`src/rtl/core/assert_macros.svh`:
```
// ----------------------------------------------------------------------------
// Assertion macros
// Shared concurrent assertion shorthands, clocked on clk and disabled in reset.
// ----------------------------------------------------------------------------
`ifndef ASSERT_MACROS_SVH
`define ASSERT_MACROS_SVH

// Implication check, clocked on clk, off while rst is high
`define CHRG_ASSERT(label, prop) \
  label: assert property (@(posedge clk) disable iff (rst) prop) \
    else $error("chrg assertion failed");

// Plain invariant, clocked on clk, off while rst is high
`define CHRG_ALWAYS(label, expr) \
  label: assert property (@(posedge clk) disable iff (rst) (expr)) \
    else $error("chrg invariant failed");

`endif

```
`src/rtl/core/chrg_pkg.sv`:
```
// ----------------------------------------------------------------------------
// chrg_pkg
// Shared types and round constants for the counter hash generator.
// ----------------------------------------------------------------------------
package chrg_pkg;

  localparam int unsigned ROUND_COUNT_DEFAULT = 4;
  localparam int unsigned KEY_COUNT           = 4;

  localparam logic [31:0] KEY_IN_TABLE [KEY_COUNT] = '{
    32'hbaa96887, 32'h1e17d32c, 32'h03bcdc3c, 32'h0f33d1b2
  };
  localparam logic [31:0] KEY_OUT_TABLE [KEY_COUNT] = '{
    32'h4b0f3b58, 32'he874f0c3, 32'h6955c5a6, 32'h55a7ca46
  };

  // One request as it travels along the row of round cells
  typedef struct packed {
    logic        valid;
    logic        load;
    logic [63:0] count;
    logic [31:0] left;
    logic [31:0] right;
  } item_t;

endpackage

```
`src/rtl/core/chrg_round_cell.sv`:
```
// ----------------------------------------------------------------------------
// chrg_round_cell
// One Feistel round: products in the first stage, mixing and swap in the second.
// ----------------------------------------------------------------------------
module chrg_round_cell #(
  parameter logic [31:0] KEY_IN  = chrg_pkg::KEY_IN_TABLE[0],
  parameter logic [31:0] KEY_OUT = chrg_pkg::KEY_OUT_TABLE[0]
) (
  input  logic            clk,
  input  logic            rst,
  input  logic            advance,
  input  chrg_pkg::item_t item_in,
  output chrg_pkg::item_t item_out
);

  chrg_pkg::item_t stage;
  logic [31:0]     sq_hi;
  logic [31:0]     sq_lo;
  logic [31:0]     prod;

  logic [31:0] x;
  logic [15:0] hi;
  logic [15:0] lo;
  logic [31:0] sum;
  logic [31:0] mixed;
  logic [31:0] added;

  assign x  = item_in.right ^ KEY_IN;
  assign hi = x[31:16];
  assign lo = x[15:0];

  // Stage one: the three half-word products
  always_ff @(posedge clk) begin
    if (rst) begin
      stage.valid <= 1'b0;
    end else if (advance) begin
      stage.valid <= item_in.valid;
    end
    if (advance) begin
      stage.load  <= item_in.load;
      stage.count <= item_in.count;
      stage.left  <= item_in.left;
      stage.right <= item_in.right;
      sq_hi       <= {16'd0, hi} * {16'd0, hi};
      sq_lo       <= {16'd0, lo} * {16'd0, lo};
      prod        <= {16'd0, hi} * {16'd0, lo};
    end
  end

  assign sum   = ~sq_hi + sq_lo;
  assign mixed = {sum[15:0], sum[31:16]} ^ KEY_OUT;
  assign added = prod + mixed;

  // Stage two: mix into the left half and swap halves
  always_ff @(posedge clk) begin
    if (rst) begin
      item_out.valid <= 1'b0;
    end else if (advance) begin
      item_out.valid <= stage.valid;
    end
    if (advance) begin
      item_out.load  <= stage.load;
      item_out.count <= stage.count;
      item_out.left  <= stage.right;
      item_out.right <= stage.left ^ added;
    end
  end

endmodule
```
`config.mk`:
```
export PLATFORM = sky130hd
export DESIGN_NAME = chrg_round_cell
export DESIGN_NICKNAME = d
export VERILOG_FILES = /design/src/rtl/core/assert_macros.svh /design/src/rtl/core/chrg_pkg.sv /design/src/rtl/core/chrg_round_cell.sv
export SDC_FILE = /design/constraint.sdc
export NUM_CORES = 2
export LEC_CHECK = 0
export ABC_AREA = 1
export BUFFER_PORTS_ARGS = -buffer_cell sky130_fd_sc_hd__buf_2
export CAP_MARGIN = 25
export CORE_AREA = 3 3 267 335
export CTS_BUF_LIST = sky130_fd_sc_hd__clkbuf_4 sky130_fd_sc_hd__clkbuf_8 sky130_fd_sc_hd__clkbuf_16
export DETAILED_ROUTE_END_ITERATION = 12
export DIE_AREA = 0 0 270 338
export SLEW_MARGIN = 5
export SYNTH_ARGS = -nofsm -noshare
export SYNTH_HDL_FRONTEND = slang
export SYNTH_SLANG_ARGS = --single-unit
```
`constraint.sdc`:
```
create_clock -name clk -period 22.2 [get_ports clk]
set_clock_uncertainty 0.05 [all_clocks]
set_input_delay 6.66 -clock clk [delete_from_list [all_inputs] [get_ports clk]]
set_output_delay 6.66 -clock clk [all_outputs]
set_load 0.01 [all_outputs]
```
==> impl_results.md <==
- Status: completed
- CTS clock-pin slew for the worst setup and hold paths: roughly 0.070 ns
- Max-cap viol count: 0
- Die Span Y: between 300 and 400 um
- Worst min path class: reg2reg
- Mapped Cells: between 4,000 and 5,000
- Final routed DRC violation total: 0
- Compound-Gate Fraction of Synth Area: roughly 3.3%
- Final setup vio count: 0
- Clock Root Buffer: clkbuf_16
- First-pass GRT wire length: around 180 mm
- Total core area: slightly below 90,000 um2
- CP endpoint kind: flip-flop
- Post-Synth Simple-Gate Area: ~18%
- Highest achievable clock rate: 0.0797 GHz
- Unrepaired setup endpoints after global routing: no
- Post-route ant nets: 0
- Final GP Congestion: 1.00
- Number of inserted diodes: 0
- Synth top area share: a little over a quarter
- XOR/XNOR share of the synthesized area: under 10%
- CP max FO: 26
- Final Hold Vio Count: 0
- Vias in the first global route: approximately 31,000
- Post-DP HPWL: about 90 mm
- DR vias: 30,100
- Cell area after synthesis: between 30,000 and 40,000 um2
- Critical path type: in2reg
- Number of distinct library cells after synthesis: 40
- CTS Buf Count: 42
- Synth Area in Adders: 37.7%
- Worst-Margin Slew: 1.02 ns
- #FFs+latches synth: between 300 and 400
- Relative slew slack: 32.2%
- Hold-fix buffers, CTS: 0
- Most used DFF post-synth: edfxtp_1
- Mean Syn Cell Area: between 8 and 9 um2
- Fill cells: between 8,000 and 9,000
- Nets: roughly 5,800
- Synth area leaders: edfxtp_1 (27%), fa_1 (26%), ha_1 (11%), inv_1 (11%), nand2_1 (10%)
- Total number of yosys warnings: 0
- Number of synthesized flops with an enable pin: approximately 350
- I/O Buffers: approximately 260
- Worst EP arrival: around 13 ns
- Mux share of post-synthesis cell area: 0%
- Worst skew pair latency: around 0.60 ns
- Synth Net Count: approximately 5,600
- Min Tclk post-route: approximately 13 ns
- Ports: approximately 260
- Startpoint Class: primary input
- Post-cts sizing count: 0
- Slew Viols, Final: 0
- DRT Pass-1 Iters: 5
- Die X: approximately 270 um
- DR iter-0 viols: just under 2,000
- CTS sink cnt: 354
- Total grt overflow: 0
- Worst EP required: 22.47 ns
- Num rows: between 100 and 150
- WL per Instance: 19.0 um
- Post-CTS Setup Bufs: 0
- FF/Latch Area: around 11,000 um2
- Main combinational cell family by area after synthesis: adder cells
- Via/cell ratio: about 5
- Setup TNS: 0 ns
- Starting Density: a little under half
- Die area: approximately 90,000 um2
- Crit share post-route: 56.5%
- DRT Wirelength: around 110 mm
- Clock Tree Buf Depth: 3
- Initial antenna violation count: 0
- CTS tree: built
- Gr usage total: 25.2%
- Area Growth Syn to Fin: 10.0%
- Post-synthesis sequential area ratio: about a quarter
- Area of the multi-input gates: 24,400 um2
- Share of flip-flops with an asynchronous set or reset: 0%
- Largest net degree at the start of global routing: 84
- CTS HTree Levels: 2
- Share of post-route cells with drive strength above 1: 8.60%
- Post-synth top area cell: edfxtp_1
==> worst max-delay path: stages <==
cell      delay (ns)
buf_2           0.56
clkinv_1        0.71
nor2_1          0.43
fa_1            0.47
inv_1           0.08
fa_1            0.40
inv_1           0.08
fa_1            0.44
fa_1            0.53
fa_1            0.50
inv_1           0.05
fa_1            0.47
inv_1           0.04
ha_1            0.34
a21oi_1         0.30
o21ai_0         0.20
nand2_1         0.09
nand2_1         0.06
a21oi_1         0.19
nand2_1         0.07
nand2_1         0.06
nand2_1         0.05
==> cell usage in the layout (no fill, tap or decap), types with 94 or more instances in the layout <==
cell type / count
xor2_1: 94
ha_1: 365
nor2_1: 382
fa_1: 520
edfxtp_1: 352
inv_1: 1141
nand2_1: 1063
a21oi_1: 145
nand3_1: 111
buf_2: 261
==> flip-flops by register name, summed over array words and instances, names as in the netlist <==
register / count
stage: 130
prod: 32
sq_lo: 31
item_out: 130
sq_hi: 31
==> metrics by stage <==
step                      worst slack, ns  hold slack (ns)  util (%)  std cells  area (um2)
after floorplan                     10.39            0.350         -       4573       39700
after global placement               9.14            0.351      48.7       5916       42200
after detailed placement             9.11            0.355      48.7       5916       42200
after CTS                            9.77            0.357      50.4       5991       43700
after global routing                 9.42            0.363      50.4       5991       43700
final                                9.66            0.356      50.4       5991       43700
==> cell type report <==
| cell class | count | share of cell area (%) |
|---|---|---|
| multi-input cells | 2967 | 55.8 |
| flip-flops and latches | 354 | 24.3 |
| inverters | 1153 | 9.90 |
| well taps | 1168 | 3.34 |
| repair buffers | 274 | 3.23 |
| clock buffers | 46 | 2.47 |
| clock inverters | 29 | 0.916 |
==> synthesized netlist by cell type, drive strengths merged (13+ instances only) <==
library cell	n
inv	1143
nand2	1094
fa	520
nor2	392
ha	365
edfxtp	352
a21oi	147
nand3	119
xor2	94
clkbuf	86
o21ai	78
nand4	49
xnor2	34
nor3	27
buf	13
o21bai	13
==> per-layer routing <==
metal	global-route usage, %	up-vias	part of all wire, %
li1	-	14300	-
met1	30.3	14700	40
met2	45.0	921	49
met3	3.04	231	5.0
met5	0	-	0
met4	12.4	0	5.6
==> cells by family after synthesis <==
logic type	Yosys count
simple gates	1706
compound gates	248
flops	354
buf+inv	1252
fa+ha+maj	885
xor+xnor	128
==> worst paths after layout <==
check | start | end | slack, ns | cells past startpoint
max reg2reg | sq_hi[0]$_DFFE_PP_ | item_out[28]$_DFFE_PP_ | 18.25 | 22
max | item_in[26] | sq_hi[28]$_DFFE_PP_ | 9.66 | 22
min reg2reg | stage[1]$_DFFE_PP_ | item_out[33]$_DFFE_PP_ | 0.36 | 0
min | stage[1]$_DFFE_PP_ | item_out[33]$_DFFE_PP_ | 0.36 | 0
Power is left out: the tool's default activity adds up to more than one toggle a clock period on the data nets, which glitch-free logic cannot reach.
